## src/design/triangle_normal_texcoord_gen_defines.svh

```systemverilog
// Assertion macros used by the triangle normal generator back end.
`ifndef TRIANGLE_NORMAL_TEXCOORD_GEN_DEFINES_SVH
`define TRIANGLE_NORMAL_TEXCOORD_GEN_DEFINES_SVH

// Same-cycle implication, checked on every rising edge outside reset.
`define TNG_ASSERT_IMPL(lbl, ante, cons) \
  lbl: assert property (@(posedge clk_i) disable iff (!rst_ni) (ante) |-> (cons)) \
    else $error("tng: same-cycle check failed");

// Next-cycle implication, checked on every rising edge outside reset.
`define TNG_ASSERT_NEXT(lbl, ante, cons) \
  lbl: assert property (@(posedge clk_i) disable iff (!rst_ni) (ante) |=> (cons)) \
    else $error("tng: next-cycle check failed");

`endif

```

## src/design/tng_pkg.sv

```systemverilog
// Package with widths, payload types and codes of the triangle normal generator.
package tng_pkg;

  localparam int unsigned COORD_W     = 24;
  localparam int unsigned NORM_W      = 16;
  localparam int unsigned FRAC_W      = NORM_W - 1;
  localparam int unsigned EDGE_SHIFT  = (COORD_W > 30) ? COORD_W - 30 : 0;
  localparam int unsigned EDGE_W      = (COORD_W > 30) ? 31 : COORD_W + 1;
  localparam int unsigned SCALE_BITS  = 30;
  localparam int unsigned CROSS_W     = 2 * EDGE_W;
  localparam int unsigned MAG_W       = CROSS_W - 1;
  localparam int unsigned MUL_W       = (EDGE_W > SCALE_BITS + 1) ? EDGE_W : SCALE_BITS + 1;
  localparam int unsigned SUM_W       = 2 * SCALE_BITS + 2;
  localparam int unsigned LEN_W       = SCALE_BITS + 1;
  localparam int unsigned REM_W       = LEN_W + FRAC_W + 1;
  localparam int unsigned QUEUE_DEPTH = 2;
  localparam int unsigned CFG_IDX_W   = 2;
  localparam int unsigned CFG_DATA_W  = 1;

  typedef enum logic [CFG_IDX_W-1:0] {
    CfgNormals   = 2'd0,
    CfgTexcoords = 2'd1
  } tng_cfg_e;

  typedef enum logic [3:0] {
    StIdle,
    StMult,
    StCross,
    StScale,
    StSquare,
    StSqrt,
    StDivLoad,
    StDivIter,
    StFinish
  } tng_state_e;

  typedef struct packed {
    logic signed [COORD_W-1:0] corner_a_x;
    logic signed [COORD_W-1:0] corner_a_y;
    logic signed [COORD_W-1:0] corner_a_z;
    logic signed [COORD_W-1:0] corner_b_x;
    logic signed [COORD_W-1:0] corner_b_y;
    logic signed [COORD_W-1:0] corner_b_z;
    logic signed [COORD_W-1:0] corner_c_x;
    logic signed [COORD_W-1:0] corner_c_y;
    logic signed [COORD_W-1:0] corner_c_z;
  } tng_in_t;

  typedef struct packed {
    logic signed [NORM_W-1:0] normal_x;
    logic signed [NORM_W-1:0] normal_y;
    logic signed [NORM_W-1:0] normal_z;
    logic                     degenerate;
    logic                     tex_pattern;
  } tng_out_t;

  // One queued triangle: edges e1 and e2 plus the per-item settings.
  typedef struct packed {
    logic [2:0][EDGE_W-1:0] e1;
    logic [2:0][EDGE_W-1:0] e2;
    logic                   normals_en;
    logic                   tex_pattern;
  } tng_job_t;

endpackage

```

## src/design/tng_front.sv

```systemverilog
// Front end: accepts triangles, forms edges, applies configuration and the pattern.
module tng_front (
  input  logic                                clk_i,
  input  logic                                rst_ni,
  input  logic                                in_valid_i,
  output logic                                in_ready_o,
  input  tng_pkg::tng_in_t                    in_data_i,
  input  logic                                cfg_we_i,
  input  logic [tng_pkg::CFG_IDX_W-1:0]       cfg_idx_i,
  input  logic [tng_pkg::CFG_DATA_W-1:0]      cfg_wdata_i,
  input  logic                                q_full_i,
  output logic                                push_o,
  output tng_pkg::tng_job_t                   job_o
);
  import tng_pkg::*;

  logic nrm_en_q, nrm_en_d;
  logic tex_en_q, tex_en_d;
  logic toggle_q, toggle_d;

  // Exact difference, then magnitude truncation when coordinates are very wide.
  function automatic logic [EDGE_W-1:0] edge_of(logic [COORD_W-1:0] hi,
                                                logic [COORD_W-1:0] lo);
    logic [COORD_W:0] d;
    logic [COORD_W:0] m;
    logic [COORD_W:0] ms;
    d  = {hi[COORD_W-1], hi} - {lo[COORD_W-1], lo};
    m  = d[COORD_W] ? (~d + 1'b1) : d;
    ms = m >> EDGE_SHIFT;
    return d[COORD_W] ? EDGE_W'(~ms + 1'b1) : EDGE_W'(ms);
  endfunction

  assign in_ready_o = !q_full_i;
  assign push_o     = in_valid_i && in_ready_o;

  always_comb begin
    job_o.e1[0]       = edge_of(in_data_i.corner_b_x, in_data_i.corner_a_x);
    job_o.e1[1]       = edge_of(in_data_i.corner_b_y, in_data_i.corner_a_y);
    job_o.e1[2]       = edge_of(in_data_i.corner_b_z, in_data_i.corner_a_z);
    job_o.e2[0]       = edge_of(in_data_i.corner_c_x, in_data_i.corner_a_x);
    job_o.e2[1]       = edge_of(in_data_i.corner_c_y, in_data_i.corner_a_y);
    job_o.e2[2]       = edge_of(in_data_i.corner_c_z, in_data_i.corner_a_z);
    job_o.normals_en  = nrm_en_q;
    job_o.tex_pattern = tex_en_q && toggle_q;
  end

  always_comb begin
    nrm_en_d = nrm_en_q;
    tex_en_d = tex_en_q;
    toggle_d = toggle_q;
    if (cfg_we_i && (cfg_idx_i == CfgNormals)) begin
      nrm_en_d = cfg_wdata_i[0];
    end
    if (cfg_we_i && (cfg_idx_i == CfgTexcoords)) begin
      tex_en_d = cfg_wdata_i[0];
    end
    if (push_o && tex_en_q) begin
      toggle_d = !toggle_q;
    end
  end

  always_ff @(posedge clk_i or negedge rst_ni) begin
    if (!rst_ni) begin
      nrm_en_q <= 1'b1;
      tex_en_q <= 1'b1;
      toggle_q <= 1'b0;
    end else begin
      nrm_en_q <= nrm_en_d;
      tex_en_q <= tex_en_d;
      toggle_q <= toggle_d;
    end
  end

endmodule

```

## config.mk

```make
export PLATFORM = sky130hd
export DESIGN_NAME = tng_front
export DESIGN_NICKNAME = d
export VERILOG_FILES = /design/src/design/triangle_normal_texcoord_gen_defines.svh /design/src/design/tng_pkg.sv /design/src/design/tng_front.sv
export SDC_FILE = /design/constraint.sdc
export NUM_CORES = 1
export LEC_CHECK = 0
export BUFFER_PORTS_ARGS = -buffer_cell sky130_fd_sc_hd__buf_4
export CAP_MARGIN = 25
export CELL_PAD_IN_SITES_DETAIL_PLACEMENT = 1
export CELL_PAD_IN_SITES_GLOBAL_PLACEMENT = 2
export CORE_MARGIN = 2
export CORE_UTILIZATION = 28
export CTS_BUF_LIST = sky130_fd_sc_hd__clkbuf_8
export DETAILED_ROUTE_END_ITERATION = 10
export GPL_TIMING_DRIVEN = 0
export PLACE_DENSITY = 0.82
export SLEW_MARGIN = 20
export SYNTH_ARGS = -nofsm -noshare
export SYNTH_HDL_FRONTEND = slang
export SYNTH_SLANG_ARGS = --single-unit
```

## constraint.sdc

```tcl
create_clock -name clk_i -period 4.4 [get_ports clk_i]
set_input_delay 0 -clock clk_i [delete_from_list [all_inputs] [get_ports clk_i]]
set_output_delay 0 -clock clk_i [all_outputs]
set_load 0.01 [all_outputs]
```

# After elaboration in Yosys (flattened, before gate mapping)
# Index checks and enable logic that the tools add are counted.
# totals
reg_bits	3
elab_cells	54
# op_classes
addsub	18
eq_ne	1
mux	12
n_bitwise	12
n_reduce_logical	8
# op_table
cell	count
adder 25 x 1 -> 25 bit, second input constant	12
two-way mux 25 bit	12
inverter 25 bit	12
subtractor 24 x 24 -> 25 bit	6
logical AND 1 bit	5
equality test 2 x 1 -> 1 bit, second input constant	1
zero test 1 bit	2
zero test 2 bit	1

# Depth between registers and ports, before layout
# logic_depth
depth_word	7
mapped_depth	21
ltp_nobuf	19

# Worst setup path before layout
# No wires, ideal clock.
# synth_timing
path_kind	input port to output port
startpoint	input in_data_i[0] in the netlist's numbering
endpoint	output job_o[72] in the netlist's numbering
arrival_time_ns	4.624
path_slack_ns	-0.224
stages	21
path_buffers	4
path_cell_list	inv_1 -> ha_1 -> fa_1 -> nand2b_1 -> a21oi_1 -> o21ai_0 -> a2111oi_0 -> or2_2 -> clkbuf_1 -> clkbuf_1 -> buf_1 -> clkbuf_1 -> nand2_1 -> o21ai_0 -> ha_1 -> and2_1 -> nand4_1 -> nor4b_1 -> nand2_1 -> mux2i_1 -> xnor2_1
# synth_rtl
element	line	source
start: declaration	tng_front.sv:7	input tng_pkg::tng_in_t in_data_i,
end: declaration	tng_front.sv:13	output tng_pkg::tng_job_t job_o

==> results.toml <==
[setup_path]
start_kind = "input pin"
required_ns = 4.40
cp_max_fo = 5
arrival_ns = 4.35
critPathKind = "in -> out"
crit_path_end_kind = "output port"

[timing]
relSlewSlack_pct = 44.88
rsz0062_at_grt = "yes"
worstMarginPinSlew_ns = 0.8165
timing.fmax_mhz = 230.0
hold_viol = 0
whs_ns = 0.04627
finalClockSkew_ns = 0.002675
finalCritPeriodShare_pct = 98.81
period_needed_ns = 4.348
setup_viol = 0
finalMaxSlewViolations = 0

[floorplan]
start_util_pct = 28.31
io_pins = 378
row_count = 93
core_sq_um = 64350
die-width_microns = 259.1
dieArea_sq_um = 67120
dieHeight_microns = 259.1

[global_route]
grt_start_max_net_pins = 12
grt_pass1_wl_microns = 129500
antenna_found_initial = 10
track_usage_pct = 23.21
grt_pass1_vias = 24000
overflow = 0

[clock_network]
clk_latency_ns = 0.22
htreeDepth = 1
cts_sinks = 3
cts_tree = "done"
cts.clk_slew.worst_paths_ns = 0.03
cts_buffers = 3
cts_root_buffer = "clkbuf_8"
clockBufferDepth = 2

[yosys]
synth_edf_count = 0
synth.largest_area_cell = "ha_1"
synth_top_family_by_area = "compound AO/OA/AOI/OAI gates"
synth-compound-area-share_pct = 34.15
syn_inst = 2761
synth_top_area_share_pct = 10.71
synth_seq_cells = 3
synthFlopType = "dfstp_2"
synth-simple-area-share_pct = 30.69
synth_area_sq_um = 18220
yosys-top-cells-count = "242 x nand2_1, 234 x nor2_1, 219 x a21oi_1"
ys.warnings.count = 0
synth_mux_area_share_pct = 2.301
synth_adder_area_share_pct = 11.37
synthTopCellsByArea = "ha_1 11%, xnor2_1 10%, a21oi_1 6.0%"
synth_fp_nets = 3147
async_reset_ff_share_pct = 100.0
ys_types = 112
synth-xor-area-share_pct = 15.62
yosysSeqAreaShare_pct = 0.4258
synth_most_common_cell = "nand2_1"
syn_area_per_cell_sq_um = 6.598

[placed_design]
io_buffers = 377
placed_cells = 3993
post-dp-hpwl_microns = 69450
gp_congestion = 0.9248

[route]
routed_wl_microns = 84080
drc = 0
dr_total_vias = 23340
via_per_inst = 5.731
wl_per_cell_microns = 20.64
initialDrtViolationCount = 1039
drtAntennaViolNets = 0
first_pass_iters = 5

[finish]
area_growth_syn_to_layout_pct = 35.48
post-route-util_pct = 38.36
final_cells = 4073
drive_gt1_share_pct = 25.60
fill_cells = 8118
multi_input_area_sq_um = 18830
layout.nets = 3598
layout.area.seq_sq_um = 77.57

[job]
cap_violations = 0

[worst_hold_path]
hold_path_class = "in -> reg"

[pwr]
leakagePower_uw = 0.009913
peakVddDrop_v = 0.0001200
cellPowerDensity_nw_per_um2 = 228.0

[status]
outcome = "completed"
[path summary, 6_finish.rpt]
path                                 startpoint                   end  slack (ns)  depth (start not counted)
max                              in_data_i[170]             job_o[45]        0.05                         16
min                                 cfg_wdata_i  nrm_en_q$_DFFE_PN1P_        0.05                          2
max reg2reg                tex_en_q$_DFFE_PN1P_  toggle_q$_DFFE_PN0P_        3.56                          2
min reg2reg                toggle_q$_DFFE_PN0P_  toggle_q$_DFFE_PN0P_        0.48                          1
max in group asynchronous                rst_ni  nrm_en_q$_DFFE_PN1P_        4.08                          2
min in group asynchronous                rst_ni  toggle_q$_DFFE_PN0P_        0.13                          2
[flip-flops by register name, summed over array words and instances (netlist names)]
name,cells
tex_en_q,1
toggle_q,1
nrm_en_q,1
[per-layer routing]
metal	routed length, microns	track usage, %	part of all wire [%]
met1	37110	29.47	44
met2	41780	42.28	50
met3	2672	1.240	3.2
met4	2477	6.326	2.9
met5	40	0	0.048
[cell type report]
class	count	area share, %
Antenna cell	7	0.07097
Timing Repair Buffer	484	14.83
Inverter	150	2.291
Clock buffer	3	0.1673
Multi-Input combinational cell	2499	76.28
Sequential cell	3	0.3143
Clock inverter	1	0.01521
Tap cell	855	4.334
Buffer	71	1.698
[cells in the final DEF (no fill, tap or decap), types with 48 or more instances in the layout]
master / instances
nand2_1: 234
xor2_1: 100
o21ai_0: 129
a21o_1: 58
buf_4: 482
a21oi_1: 191
nor3_1: 65
nor2_1: 230
or3_1: 48
ha_1: 129
nand3_1: 87
and2_1: 52
xnor2_1: 203
inv_1: 147
[what timing repair did]
item	4_1_cts	5_1_grt
hold buffers	1	0
setup endpoints to repair	95	57
pin swaps	42	73
gates resized for setup	207	187
buffers inserted	49	57
endpoints found under the hold margin	3	0
[power by group]
| part | total (uW) | internal, uW | leakage [uW] | switching [uW] |
|---|---|---|---|---|
| clock network | 79.8 | 59.6 | 0.0000269 | 20.2 |
| registers | 44.5 | 38.7 | 0.0000328 | 5.78 |
| logic | 5500 | 2240 | 0.00985 | 3260 |
[stage by stage]
| stage | worst slack [ns] | TNS [ns] | total power, uW | instance area, sq um |
|---|---|---|---|---|
| after floorplan | 0.008367 | 0 | 3173 | 18230 |
| after CTS | 0.001373 | 0 | 5344 | 23500 |
| after global placement | -1.846 | -56.12 | 4876 | 22130 |
| after global routing | -0.05178 | -0.2326 | 6071 | 24680 |
| after detailed placement | -1.886 | -64.14 | 4981 | 22130 |
| final | 0.05236 | 0 | 5626 | 24680 |
[cell families (layout without fill, tap and decap cells)]
kind of cell | Yosys count | count (layout)
other | 0 | 7
AOI/OAI and AO/OA | 908 | 908
muxes | 40 | 40
adders and majority gates | 162 | 162
xor gates and xnor gates | 324 | 324
DFF | 3 | 3
buffers and inverters | 259 | 709
and+or+nand+nor | 1065 | 1065
[worst max-delay path, stage by stage]
cell and delay [ns]:
buf_4 0.11, inv_1 0.14, ha_4 0.25, nor2b_4 0.14, o21a_1 0.22, or3_4 0.45
a221oi_4 0.36, nand4_4 0.19, nor4_4 0.33, mux2i_1 0.16, o32a_1 0.41, or4_4 0.56
or4_4 0.51, a21oi_4 0.18, xor2_2 0.17, buf_4 0.15
Note: power is estimated with default switching activity, not from simulation.
