<file path="src/design/triangle_normal_texcoord_gen_defines.svh">
// Assertion macros used by the triangle normal generator back end.
`ifndef TRIANGLE_NORMAL_TEXCOORD_GEN_DEFINES_SVH
`define TRIANGLE_NORMAL_TEXCOORD_GEN_DEFINES_SVH

// Same-cycle implication, checked on every rising edge outside reset.
`define TNG_ASSERT_IMPL(lbl, ante, cons) \
  lbl: assert property (@(posedge clk_i) disable iff (!rst_ni) (ante) |-> (cons)) \
    else $error("tng: same-cycle check failed");

// Next-cycle implication, checked on every rising edge outside reset.
`define TNG_ASSERT_NEXT(lbl, ante, cons) \
  lbl: assert property (@(posedge clk_i) disable iff (!rst_ni) (ante) |=> (cons)) \
    else $error("tng: next-cycle check failed");

`endif

</file>
<file path="src/design/tng_pkg.sv">
// Package with widths, payload types and codes of the triangle normal generator.
package tng_pkg;

  localparam int unsigned COORD_W     = 24;
  localparam int unsigned NORM_W      = 16;
  localparam int unsigned FRAC_W      = NORM_W - 1;
  localparam int unsigned EDGE_SHIFT  = (COORD_W > 30) ? COORD_W - 30 : 0;
  localparam int unsigned EDGE_W      = (COORD_W > 30) ? 31 : COORD_W + 1;
  localparam int unsigned SCALE_BITS  = 30;
  localparam int unsigned CROSS_W     = 2 * EDGE_W;
  localparam int unsigned MAG_W       = CROSS_W - 1;
  localparam int unsigned MUL_W       = (EDGE_W > SCALE_BITS + 1) ? EDGE_W : SCALE_BITS + 1;
  localparam int unsigned SUM_W       = 2 * SCALE_BITS + 2;
  localparam int unsigned LEN_W       = SCALE_BITS + 1;
  localparam int unsigned REM_W       = LEN_W + FRAC_W + 1;
  localparam int unsigned QUEUE_DEPTH = 2;
  localparam int unsigned CFG_IDX_W   = 2;
  localparam int unsigned CFG_DATA_W  = 1;

  typedef enum logic [CFG_IDX_W-1:0] {
    CfgNormals   = 2'd0,
    CfgTexcoords = 2'd1
  } tng_cfg_e;

  typedef enum logic [3:0] {
    StIdle,
    StMult,
    StCross,
    StScale,
    StSquare,
    StSqrt,
    StDivLoad,
    StDivIter,
    StFinish
  } tng_state_e;

  typedef struct packed {
    logic signed [COORD_W-1:0] corner_a_x;
    logic signed [COORD_W-1:0] corner_a_y;
    logic signed [COORD_W-1:0] corner_a_z;
    logic signed [COORD_W-1:0] corner_b_x;
    logic signed [COORD_W-1:0] corner_b_y;
    logic signed [COORD_W-1:0] corner_b_z;
    logic signed [COORD_W-1:0] corner_c_x;
    logic signed [COORD_W-1:0] corner_c_y;
    logic signed [COORD_W-1:0] corner_c_z;
  } tng_in_t;

  typedef struct packed {
    logic signed [NORM_W-1:0] normal_x;
    logic signed [NORM_W-1:0] normal_y;
    logic signed [NORM_W-1:0] normal_z;
    logic                     degenerate;
    logic                     tex_pattern;
  } tng_out_t;

  // One queued triangle: edges e1 and e2 plus the per-item settings.
  typedef struct packed {
    logic [2:0][EDGE_W-1:0] e1;
    logic [2:0][EDGE_W-1:0] e2;
    logic                   normals_en;
    logic                   tex_pattern;
  } tng_job_t;

endpackage

</file>
<file path="src/design/tng_queue.sv">
// Short queue of prepared triangles between the front and the back end.
module tng_queue #(
  parameter int unsigned Depth = tng_pkg::QUEUE_DEPTH
) (
  input  logic              clk_i,
  input  logic              rst_ni,
  input  logic              push_i,
  input  tng_pkg::tng_job_t job_i,
  output logic              full_o,
  input  logic              pop_i,
  output logic              empty_o,
  output tng_pkg::tng_job_t job_o
);
  import tng_pkg::*;

  localparam int unsigned PtrW = (Depth > 1) ? $clog2(Depth) : 1;
  localparam int unsigned CntW = $clog2(Depth + 1);

  tng_job_t          mem_q [Depth];
  logic [PtrW-1:0]   wr_ptr_q, wr_ptr_d;
  logic [PtrW-1:0]   rd_ptr_q, rd_ptr_d;
  logic [CntW-1:0]   count_q, count_d;

  assign full_o  = (count_q == CntW'(Depth));
  assign empty_o = (count_q == '0);
  assign job_o   = mem_q[rd_ptr_q];

  always_comb begin
    wr_ptr_d = wr_ptr_q;
    rd_ptr_d = rd_ptr_q;
    count_d  = count_q;
    if (push_i) begin
      wr_ptr_d = (wr_ptr_q == PtrW'(Depth - 1)) ? '0 : wr_ptr_q + 1'b1;
    end
    if (pop_i) begin
      rd_ptr_d = (rd_ptr_q == PtrW'(Depth - 1)) ? '0 : rd_ptr_q + 1'b1;
    end
    if (push_i && !pop_i) begin
      count_d = count_q + 1'b1;
    end else if (pop_i && !push_i) begin
      count_d = count_q - 1'b1;
    end
  end

  always_ff @(posedge clk_i) begin
    if (push_i) begin
      mem_q[wr_ptr_q] <= job_i;
    end
  end

  always_ff @(posedge clk_i or negedge rst_ni) begin
    if (!rst_ni) begin
      wr_ptr_q <= '0;
      rd_ptr_q <= '0;
      count_q  <= '0;
    end else begin
      wr_ptr_q <= wr_ptr_d;
      rd_ptr_q <= rd_ptr_d;
      count_q  <= count_d;
    end
  end

endmodule

</file>
<file path="config.mk">
export PLATFORM = sky130hd
export DESIGN_NAME = tng_queue
export DESIGN_NICKNAME = d
export VERILOG_FILES = /design/src/design/triangle_normal_texcoord_gen_defines.svh /design/src/design/tng_pkg.sv /design/src/design/tng_queue.sv
export SDC_FILE = /design/constraint.sdc
export NUM_CORES = 1
export LEC_CHECK = 0
export BUFFER_PORTS_ARGS = -buffer_cell sky130_fd_sc_hd__buf_2
export CAP_MARGIN = 30
export CORE_MARGIN = 4
export CORE_UTILIZATION = 39
export DETAILED_ROUTE_END_ITERATION = 12
export SETUP_SLACK_MARGIN = 0.2
export SYNTH_ARGS = -nofsm -noshare
export SYNTH_HDL_FRONTEND = slang
export SYNTH_SLANG_ARGS = --single-unit
</file>
<file path="constraint.sdc">
create_clock -name clk_i -period 8 [get_ports clk_i]
set_input_delay 1.6 -clock clk_i [delete_from_list [all_inputs] [get_ports clk_i]]
set_output_delay 1.6 -clock clk_i [all_outputs]
set_load 0.01 [all_outputs]
</file>
== Word-level counts from Yosys, hierarchy flattened ==
Memories as Yosys holds them, arrays and structs flattened.
Cells that the tools add are included.

* Register bits: 4
* Latch bits: 0
* RAM bits: 304
* Memory bits (read-only): 0
* Output and inout bits: 154
* Memories kept: 1

* Add/subtract/negate cells: 4
* $mul: 0
* Divide/modulo/power cells: 0
* Order comparisons: 0
* Eq/ne operators: 1
* Shift operators: 0
* Muxes and demuxes: 6
* Bitwise logic cells: 0
* Reductions and logical operators: 6

{| class="wikitable"
|+ Memory list
! memory !! words !! bits a word !! read ports !! clocked after memory_dff !! write ports !! RTL line !! RTL
|-
| mem_q || 2 || 152 || 1 || 0 || 1 || tng_queue.sv:19 || <nowiki>tng_job_t mem_q [Depth];</nowiki>
|}

{| class="wikitable"
|+ Operators with widths
! kind !! number
|-
| 1-bit two-way mux || 4
|-
| 2-bit two-way mux || 2
|-
| 1-bit adder (second input constant) || 2
|-
| 2-bit by 1-bit adder with 2-bit output (second input constant) || 1
|-
| 2-bit equality test (second input constant) || 1
|-
| 1-bit logical AND || 2
|-
| 1-bit zero test || 2
|-
| 2-bit zero test || 1
|-
| 2-bit nonzero test || 1
|-
| 2-bit by 1-bit subtractor with 2-bit output (second input constant) || 1
|}

== Logic depth before layout (Yosys ltp) ==
Gate-level depths: netlist of run 1.

* Word-level depth: 4
* Depth in mapped cells: 5
* Mapped depth without buffers: 5

== Worst setup path after synthesis of run 1 ==
No wires, ideal clock.

* Kind: in2reg
* From: input push_i
* To: memory mem_q[0][0] in the netlist's numbering, enable pin
* Library setup time: 684 ps
* Arrival: 8,173 ps
* Setup slack: -857 ps
* Cell stages on the path: 1
* Path buffers: 0
* Path through: nor2b_1

* Word-level cells in the longest chain between the ends: 2

{| class="wikitable"
|+ RTL lines
! element !! RTL line !! RTL
|-
| start, declared || tng_queue.sv:7 || <nowiki>input logic push_i,</nowiki>
|-
| 1-bit two-way mux || tng_queue.sv:46 || <nowiki>if (push_i) begin</nowiki>
|-
| 1-bit two-way mux (implied by the code) || tng_queue.sv:47 || <nowiki>mem_q[wr_ptr_q] <= job_i;</nowiki>
|-
| end, declared || tng_queue.sv:19 ||
|}

Every way passes these cells.

==> impl_metrics.toml, run 1 <==
[run_status]
status = "complete, no violations"

[place]
hpwlAfterDp_um = 15400
pre_cts_ws_ns = 3.97
dpl.cell_count = 1173
place_congestion = 0.706
numPortBuffers = 309

[global_routing]
grt_max_degree = 62
grt_pass1_wl_um = 32900
antenna_found_initial = 7
globalRoute.totalOverflow = 0
grt_pass1_vias = 5815
gr-usage-all-layers_pct = 13.5

[pwr]
switching_share_pct = 27.7
combPwrFrac_pct = 28.2
p_per_area_nw_per_um2 = 361
seq_power_share_pct = 43.1
p_switching_w = 0.00145
pwr-share-clk_pct = 28.8
fin_total_pwr_w = 0.00525
power.leakage_nw = 5.65
peakVddDrop_uv = 189
p_int_w = 0.00380

[yosys]
yosysTopAreaCell = "edfxtp_1"
seq_area_frac_synth_pct = 80.7
ys_types = 13
netlist.area_leader.share_pct = 79.9
syn_area_per_cell_um2 = 23.4
synth_area_um2 = 11400
syn_nets = 646
synth_area_leaders = "edfxtp_1 80%, mux2_4 9.2%, mux2_2 8.1%, buf_6 0.89%, dfrtp_1 0.88%"
synth_cells = 489
ys_ff_latch = 308
synth_warnings = 0

[detailed_routing]
drt_iter0_drc = 263
vias_per_cell = 4.62
wl_met1_um = 9160
wl_per_cell_um = 18.6
dr_total_vias = 5702
routed_wl_um = 23000
drt_pass1_iterations = 4
drc = 0
top_layer = "met5"
antenna_left = 0
dr_wl_met2_um = 10700
route.met3.wl_um = 2490

[sta]
period_needed_ns = 4.32
finalSetupTns_ns = 0
fin_worst_skew_ns = 0.00899
fin_crit_sh_pct = 54.1
hold_viol_final = 0
max_freq_ghz = 0.231
drv_slew = 0
max_slew_margin_pct = 44.4
setup_viol = 0
rsz0062_at_grt = "false"
worst_slack_ns = 3.68
tightest_slew_ns = 0.834

[critical_path]
startpoint_type = "flip-flop"
cp.required_ns = 6.40
slowest_stage = "dfrtp_4"
crit_chain = "buf_4 -> mux2_2 -> buf_2"
path_buf_inv = 2
worst_path_dominant_cell_family = "flip-flops"
max_stage_delay_ns = 0.88
ff2ff_setup_slack_ns = 5.78
worstPathArrival_ns = 2.72
cp_max_fo = 50
rr_startpoint = "wr_ptr_q"
critical_path_class = "reg -> out"
cp-end-kind = "output pin"
cp-startpoint = "rd_ptr_q"

[cells_and_area]
fill_cells = 2451
layout.cells.non_filler = 1234
fin_util_pct = 50.5
final_layout_size_suffix_gt1_share_pct = 61.2
final_nets = 983
area_growth_pct = 27.3

[die]
die_h_um = 179
core-area_um2 = 28800
die-area_um2 = 32100
io_pins = 310
initial_utilization_pct = 39.7
rows = 62
chipWidth_um = 179

[cts]
postCtsResizedCells = 0
postCtsHoldBufs = 0
clkTransAtPathRegs_ns = 0.06
clockBufferDepth = 3
h-tree-depth = 2
cts_inserted_buffers = 34
postCtsSetupBuffers = 0
cts_root_buf = "clkbuf_16"
cts_tree = "yes"
cts.sink_count = 308
insertion_delay_ns = 0.49

[hold_path]
hp-start = "count_q[1]"
hold_path.class = "reg -> reg"

[flow_run]
drv_cap = 0
[routing by layer]
layer / GRT usage (%) / up-vias
met5: 0 / -
met4: 4.76 / 8
met3: 5.40 / 45
met2: 21.3 / 235
met1: 17.0 / 2788
li1: - / 2626
[logic make-up (layout without fill, tap and decap cells)]
| group | Yosys count | count (layout) | share of synthesized area [%] |
|---|---|---|---|
| xor+xnor | 5 | 5 | 0.383 |
| fa+ha+maj | 1 | 1 | 0.109 |
| buf+inv | 18 | 377 | 1.27 |
| flops | 308 | 308 | 80.7 |
| mux | 152 | 152 | 17.3 |
| other cells | 0 | 2 | 0 |
| simple gates | 5 | 5 | 0.230 |
[layout by cell type, fill, tap and decap left out]
master	n
mux2_2	82
xnor2_1	1
buf_2	309
nor2b_1	1
buf_12	1
buf_16	2
and2_4	1
ha_1	1
clkbuf_16	35
inv_1	1
nor2_1	2
inv_6	1
diode_2	2
edfxtp_1	304
bufinv_16	4
mux2_4	70
nor2b_4	1
clkinvlp_4	3
buf_4	6
dfrtp_1	3
dfrtp_4	1
clkinv_2	2
xor2_1	4
clkinv_1	7
clkbuf_1	5
clkinv_4	1
[synth_stat cells (all sizes together)]
master  number
dfrtp        4
buf         17
nor2         2
mux2       152
and2         1
edfxtp     304
xnor2        1
xor2         4
nor2b        2
ha           1
inv          1
[final cells by class]
| cell class | count | area [µm²] | area share [%] |
|---|---|---|---|
| tap | 384 | 480 | 3.30 |
| sequential | 308 | 9230 | 63.5 |
| inverter | 1 | 3.75 | 0.0258 |
| clock inverter | 18 | 196 | 1.35 |
| multi-input combinational | 163 | 2070 | 14.2 |
| antenna | 2 | 5.00 | 0.0344 |
| clock buffer | 40 | 895 | 6.15 |
| timing repair buffer | 318 | 1670 | 11.5 |
[through the flow]
| step | hold WS, ns | area, µm² |
|---|---|---|
| after floorplan | 0.456 | 11400 |
| after global placement | 0.483 | 13400 |
| after detailed placement | 0.486 | 13400 |
| after CTS | 0.498 | 14500 |
| after global routing | 0.532 | 14500 |
| final | 0.495 | 14500 |
[registers in the layout, summed over array words and instances (netlist names)]
name,cells
mem_q,304
count_q,2
rd_ptr_q,1
wr_ptr_q,1
[power by group through the flow]
stage,clock network (W),logic (W),registers (W)
after floorplan,0,0.00103,0.00227
after global placement,0,0.00150,0.00229
after detailed placement,0,0.00151,0.00230
after CTS,0.00156,0.00151,0.00227
after global routing,0.00163,0.00160,0.00229
final,0.00151,0.00148,0.00226
[path summary, 6_finish.rpt]
path | end | cells past startpoint
min in group asynchronous | rd_ptr_q | 1
hold / removal | count_q[1] | 1
setup reg to reg | mem_q[1][122] | 3
hold reg to reg | count_q[1] | 1
max in group asynchronous | rd_ptr_q | 1
setup / recovery | job_o[148] | 3
(Power assumes the default switching activity.)
==> run 2: changes to the inputs <==
--- a/config.mk
+++ b/config.mk
@@ -5,6 +5,7 @@
 export SDC_FILE = /design/constraint.sdc
 export NUM_CORES = 1
 export LEC_CHECK = 0
+export ABC_AREA = 1
 export BUFFER_PORTS_ARGS = -buffer_cell sky130_fd_sc_hd__buf_2
 export CAP_MARGIN = 30
 export CORE_MARGIN = 4
==> constraint.sdc (replaced) <==
create_clock -name clk_i -period 3.9 [get_ports clk_i]
set_input_delay 0.78 -clock clk_i [delete_from_list [all_inputs] [get_ports clk_i]]
set_output_delay 0.78 -clock clk_i [all_outputs]
set_load 0.01 [all_outputs]
==> impl_metrics.toml, run 2 <==
[run_status]
status = "complete, no violations"

[global_routing]
grt_pass1_wl_um = 33100
globalRoute.totalOverflow = 0
grt_pass1_vias = 5964
antenna_found_initial = 6
gr-usage-all-layers_pct = 13.3
grt_max_degree = 81

[critical_path]
worstPathArrival_ns = 2.38
crit_chain = "buf_12 -> mux2_2 -> buf_2"
cp-end-kind = "output pin"
ff2ff_setup_slack_ns = 1.88
rr_startpoint = "wr_ptr_q"
max_stage_delay_ns = 0.96
r2r-end = "mem_q[1][82]"
cp.required_ns = 3.12
startpoint_type = "flip-flop"
cp-startpoint = "rd_ptr_q"
reg2regPathDepth = 3
cp_max_fo = 48
critical_path_class = "reg -> out"
slowest_stage = "dfrtp_4"

[cells_and_area]
antennaDiodeCount = 0
reg_top3 = "mem_q (304), count_q (2)"
top_register = "mem_q"
fin_util_pct = 50.2
final_nets = 990
final_cell_mix = "309 x buf_2, 304 x edfxtp_1, 82 x mux2_2"
final_layout_size_suffix_gt1_share_pct = 60.6
largest_register_ffs = 304
final_common_cell = "buf_2"
area_growth_pct = 26.4

[yosys]
synth_area_leaders = "edfxtp_1 80%, mux2_4 9.2%, mux2_2 8.1%, buf_6 0.89%, dfrtp_1 0.87%"
synth_warnings = 0
seq_area_frac_synth_pct = 80.6
synth_cells = 498
synth_edf_count = 304
synth_area_um2 = 11500
ys_types = 14
synthArstFlopShare_pct = 1.30
netlist.area_leader.share_pct = 79.7
syn_nets = 655
yosysTopAreaCell = "edfxtp_1"
synth_most_common_cell = "edfxtp_1"
syn_area_per_cell_um2 = 23.0
ys_ff_latch = 308
yosys_most_used_dff = "edfxtp_1"
ys_top_cells_by_count = "304 x edfxtp_1, 82 x mux2_2, 70 x mux2_4, 9 x buf_6, 8 x buf_2"

[pwr]
peakVddDrop_uv = 470
fin_total_pwr_w = 0.0105
p_per_area_nw_per_um2 = 728
power.leakage_nw = 5.63

[die]
rows = 62
initial_utilization_pct = 39.7
io_pins = 310
core-area_um2 = 28900
die_h_um = 179
die-area_um2 = 32200
chipWidth_um = 179

[sta]
fin_crit_sh_pct = 81.1
drv_slew = 0
hold_viol_final = 0
max_freq_ghz = 0.316
fin_worst_skew_ns = 0.0208
tightest_slew_ns = 0.806
rsz0062_at_grt = "false"
worst_slack_ns = 0.737
period_needed_ns = 3.16
setup_viol = 0
finalSetupTns_ns = 0
max_slew_margin_pct = 46.3

[cts]
clkTransAtPathRegs_ns = 0.06
clockBufferDepth = 3
cts.sink_count = 308
postCtsResizedCells = 0
cts_root_buf = "clkbuf_16"
cts_tree = "yes"
insertion_delay_ns = 0.55
h-tree-depth = 1
cts_inserted_buffers = 31

[hold_path]
hp-start = "pop_i"
hold_path.class = "in -> reg"
worst_hold_path.endpoint = "rd_ptr_q"
holdPathStages = 2

[detailed_routing]
vias_per_cell = 4.62
wl_per_cell_um = 18.3
drc = 0
drt_iter0_drc = 254
dr_total_vias = 5712
drt_pass1_iterations = 4
routed_wl_um = 22600
antenna_left = 0

[place]
hpwlAfterDp_um = 15300
place_congestion = 0.708
numPortBuffers = 309
pre_cts_ws_ns = 1.27

[flow_run]
drv_cap = 0
[run 2: cell count changes in the layout (fill, tap and decap cells not counted), moves of 3 or more]
| cell | delta |
|---|---|
| buf_12 | +6 |
| clkbuf_16 | -4 |
| inv_1 | +5 |
| nand2_1 | +5 |
| clkinv_2 | +5 |
| clkinv_1 | -3 |
| buf_4 | -4 |
[run 2: final cells by class]
cell class	count	area [µm²]
clock buffers	36	795
clock inverters	17	165
fillers	2472	14400
inverters	7	30.0
multi-input cells	166	2060
flip-flops and latches	308	9230
well taps	384	480
repair buffers	319	1710
[run 2: layer usage]
| layer | GRT usage (%) | vias to the layer above | part of all wire (%) |
|---|---|---|---|
| li1 | - | 2639 | - |
| met4 | 3.90 | 12 | 2.6 |
| met5 | 0 | - | 0.31 |
| met1 | 16.4 | 2765 | 39 |
| met3 | 6.50 | 50 | 13 |
| met2 | 20.9 | 246 | 45 |
[run 2: repair_timing]
item / 4_1_cts / 5_1_grt
hold buffers: 1 / 0
hold endpoints to repair: 4 / 0
setup buffers: 0 / 0
[run 2: through the flow]
stage          cells  hold WS [ns]  instance area [µm²]
6_report        1237         0.408                14500
3_3_place_gp    1183         0.493                13500
5_1_grt         1237         0.382                14500
2_1_floorplan    498         0.463                11500
4_1_cts         1237         0.376                14500
3_5_place_dp    1183         0.493                13500
[run 2: worst max path at each step]
stage | end | depth (start not counted)
after detailed placement | job_o[21] | 3
final | job_o[131] | 3
after CTS | job_o[21] | 3
after global routing | job_o[131] | 3
after global placement | job_o[21] | 3
after floorplan | mem_q[1][0] | 2
[run 2: cells by family after synthesis]
logic type | synth area share (%)
multiplexers | 17.2
XOR/XNOR | 0.229
adder cells (fa/ha/maj) | 0.109
buffers and inverters | 1.46
flip-flops | 80.6
AND/OR/NAND/NOR | 0.361
[run 2: power breakdown]
group          leakage (nW)  total [W]  internal [W]  switching (W)
Clock                 0.473    0.00281       0.00164        0.00117
Combinational          2.26    0.00307       0.00153        0.00154
Sequential             2.90    0.00465       0.00439       0.000259
[run 2: worst max-delay path, delay by kind of cell, from the launching register on]
family | cells | cell delay (ns)
buf+inv | 2 | 0.46
flops | 1 | 0.96
mux | 1 | 0.36
==> run 3: changes to the inputs <==
--- a/config.mk
+++ b/config.mk
@@ -5,7 +5,7 @@
 export SDC_FILE = /design/constraint.sdc
 export NUM_CORES = 1
 export LEC_CHECK = 0
-export ABC_AREA = 1
+export ABC_AREA = 0
 export BUFFER_PORTS_ARGS = -buffer_cell sky130_fd_sc_hd__buf_2
 export CAP_MARGIN = 30
 export CORE_MARGIN = 4
==> constraint.sdc (replaced) <==
create_clock -name clk_i -period 2.8 [get_ports clk_i]
set_input_delay 0.56 -clock clk_i [delete_from_list [all_inputs] [get_ports clk_i]]
set_output_delay 0.56 -clock clk_i [all_outputs]
set_load 0.01 [all_outputs]
==> impl_metrics.toml, run 3 (synthesis results as in run 1) <==
[cells_and_area]
top_register = "mem_q"
final_cell_mix = "309 x buf_2, 304 x edfxtp_1, 82 x mux2_2"
layout.cells.non_filler = 1242
final_nets = 989
fill_cells = 2402
reg_top3 = "mem_q (304), count_q (2)"
final_layout_size_suffix_gt1_share_pct = 61.1
area_growth_pct = 27.3
largest_register_ffs = 304
final_common_cell = "buf_2"

[pwr]
p_per_area_nw_per_um2 = 1020
peakVddDrop_uv = 666
power.leakage_nw = 5.66

[global_routing]
grt_pass1_wl_um = 32900
grt_use_met1_pct = 16.8
gr-usage-all-layers_pct = 13.5
top_usage_layer = "met2"
globalRoute.totalOverflow = 0
use_met2_pct = 21.3
use_met3_pct = 5.15
grt_max_degree = 61
antenna_found_initial = 4
grt_pass1_vias = 5906

[hold_path]
holdPathStages = 1
worst_hold_path.endpoint = "mem_q[1][139]"
hp-start = "job_i[139]"
hold_path.class = "in -> reg"

[cts]
cts.sink_count = 308
insertion_delay_ns = 0.49
clockBufferDepth = 3
cts_inserted_buffers = 34
cts_tree = "yes"
h-tree-depth = 2
cts_root_buf = "clkbuf_16"
clkTransAtPathRegs_ns = 0.06

[flow_run]
drv_cap = 0

[sta]
drv_slew = 0
fin_crit_sh_pct = 88.5
rsz0062_at_grt = "false"
worst_slack_ns = 0.322
hold_viol_final = 0
fin_worst_skew_ns = 0.00902
max_slew_margin_pct = 75.5
period_needed_ns = 2.48
max_freq_ghz = 0.404
tightest_slew_ns = 0.367
setup_viol = 0

[critical_path]
cp_max_fo = 45
reg2regPathDepth = 2
cp-end-kind = "output pin"
critical_path_class = "reg -> out"
startpoint_type = "flip-flop"
cp.required_ns = 2.24
slowest_stage = "dfrtp_4"
ff2ff_setup_slack_ns = 1.30
path_buf_inv = 2
worstPathArrival_ns = 1.92
worst_path_dominant_cell_family = "flip-flops"
crit_chain = "buf_12 -> mux2_2 -> buf_2"
max_stage_delay_ns = 0.55
r2r-end = "mem_q[0][119]"
rr_startpoint = "wr_ptr_q"

[place]
dpl.cell_count = 1178
numPortBuffers = 309
pre_cts_ws_ns = 0.704
hpwlAfterDp_um = 15400
place_congestion = 0.696

[detailed_routing]
dr_total_vias = 5724
drc = 0
antenna_left = 0
drt_pass1_iterations = 4
drt_iter0_drc = 281
wl_per_cell_um = 18.5
routed_wl_um = 22900
vias_per_cell = 4.61

[die]
core-area_um2 = 28800
initial_utilization_pct = 39.7
chipWidth_um = 179
io_pins = 310
die-area_um2 = 32100
die_h_um = 179
rows = 62

[run_status]
status = "complete, no violations"
## run 3: cell count changes in the layout (fill, tap and decap cells not counted), moves of 3 or more
cell,before,now
buf_4,2,7
clkbuf_16,31,35
clkinv_1,4,7
diode_2,0,4
inv_1,6,1
nand2_1,5,0
## run 3: timing repair
item,CTS,global route
buffers inserted,1,0
resized for setup,2,0
hold buffers,1,0
endpoints found under the setup margin,54,0
hold endpoints to repair,4,0
## run 3: through the flow
stage	hold WS, ns	power, W	utilization, %	setup TNS (ns)	instance area [µm²]
floorplan	0.264	0.00935	-	-84.99	11400
global placement	0.380	0.0109	46.9	0	13500
detailed placement	0.383	0.0110	46.9	0	13500
CTS	0.221	0.0151	50.5	0	14500
global route	0.225	0.0156	50.5	0	14500
finish	0.252	0.0148	50.5	0	14500
## run 3: cell type report
class                   count  area [µm²]  share of cell area, %
diodes                      4        10.0                 0.0688
clock buffers              42         902                   6.20
clock inverters            16         103                  0.705
inverters                   1        3.75                 0.0258
multi-input cells         163        2070                   14.2
flip-flops and latches    308        9230                   63.5
well taps                 384         480                   3.30
repair buffers            324        1750                   12.0
## run 3: power by group
group | total (W) | leakage (nW) | internal (W) | switching, W
combinational | 0.00446 | 2.27 | 0.00216 | 0.00230
clock | 0.00400 | 0.493 | 0.00237 | 0.00163
sequential | 0.00634 | 2.90 | 0.00611 | 0.000228
## run 3: per-layer routing
| layer | routed length [µm] | up-vias |
|---|---|---|
| met5 | 20 | - |
| met4 | 719 | 2 |
| met3 | 2390 | 52 |
| met2 | 10700 | 237 |
| met1 | 9130 | 2780 |
| li1 | - | 2653 |
## run 3: worst max path at each step
stage / start / to / slack (ns) / cells after the start
finish: rd_ptr_q / job_o[134] / 0.32 / 3
global route: rd_ptr_q / job_o[46] / 0.24 / 3
CTS: rd_ptr_q / job_o[134] / 0.28 / 3
detailed placement: rd_ptr_q / job_o[50] / 0.70 / 3
global placement: rd_ptr_q / job_o[50] / 0.71 / 3
floorplan: push_i / mem_q[0][0] / -0.47 / 1
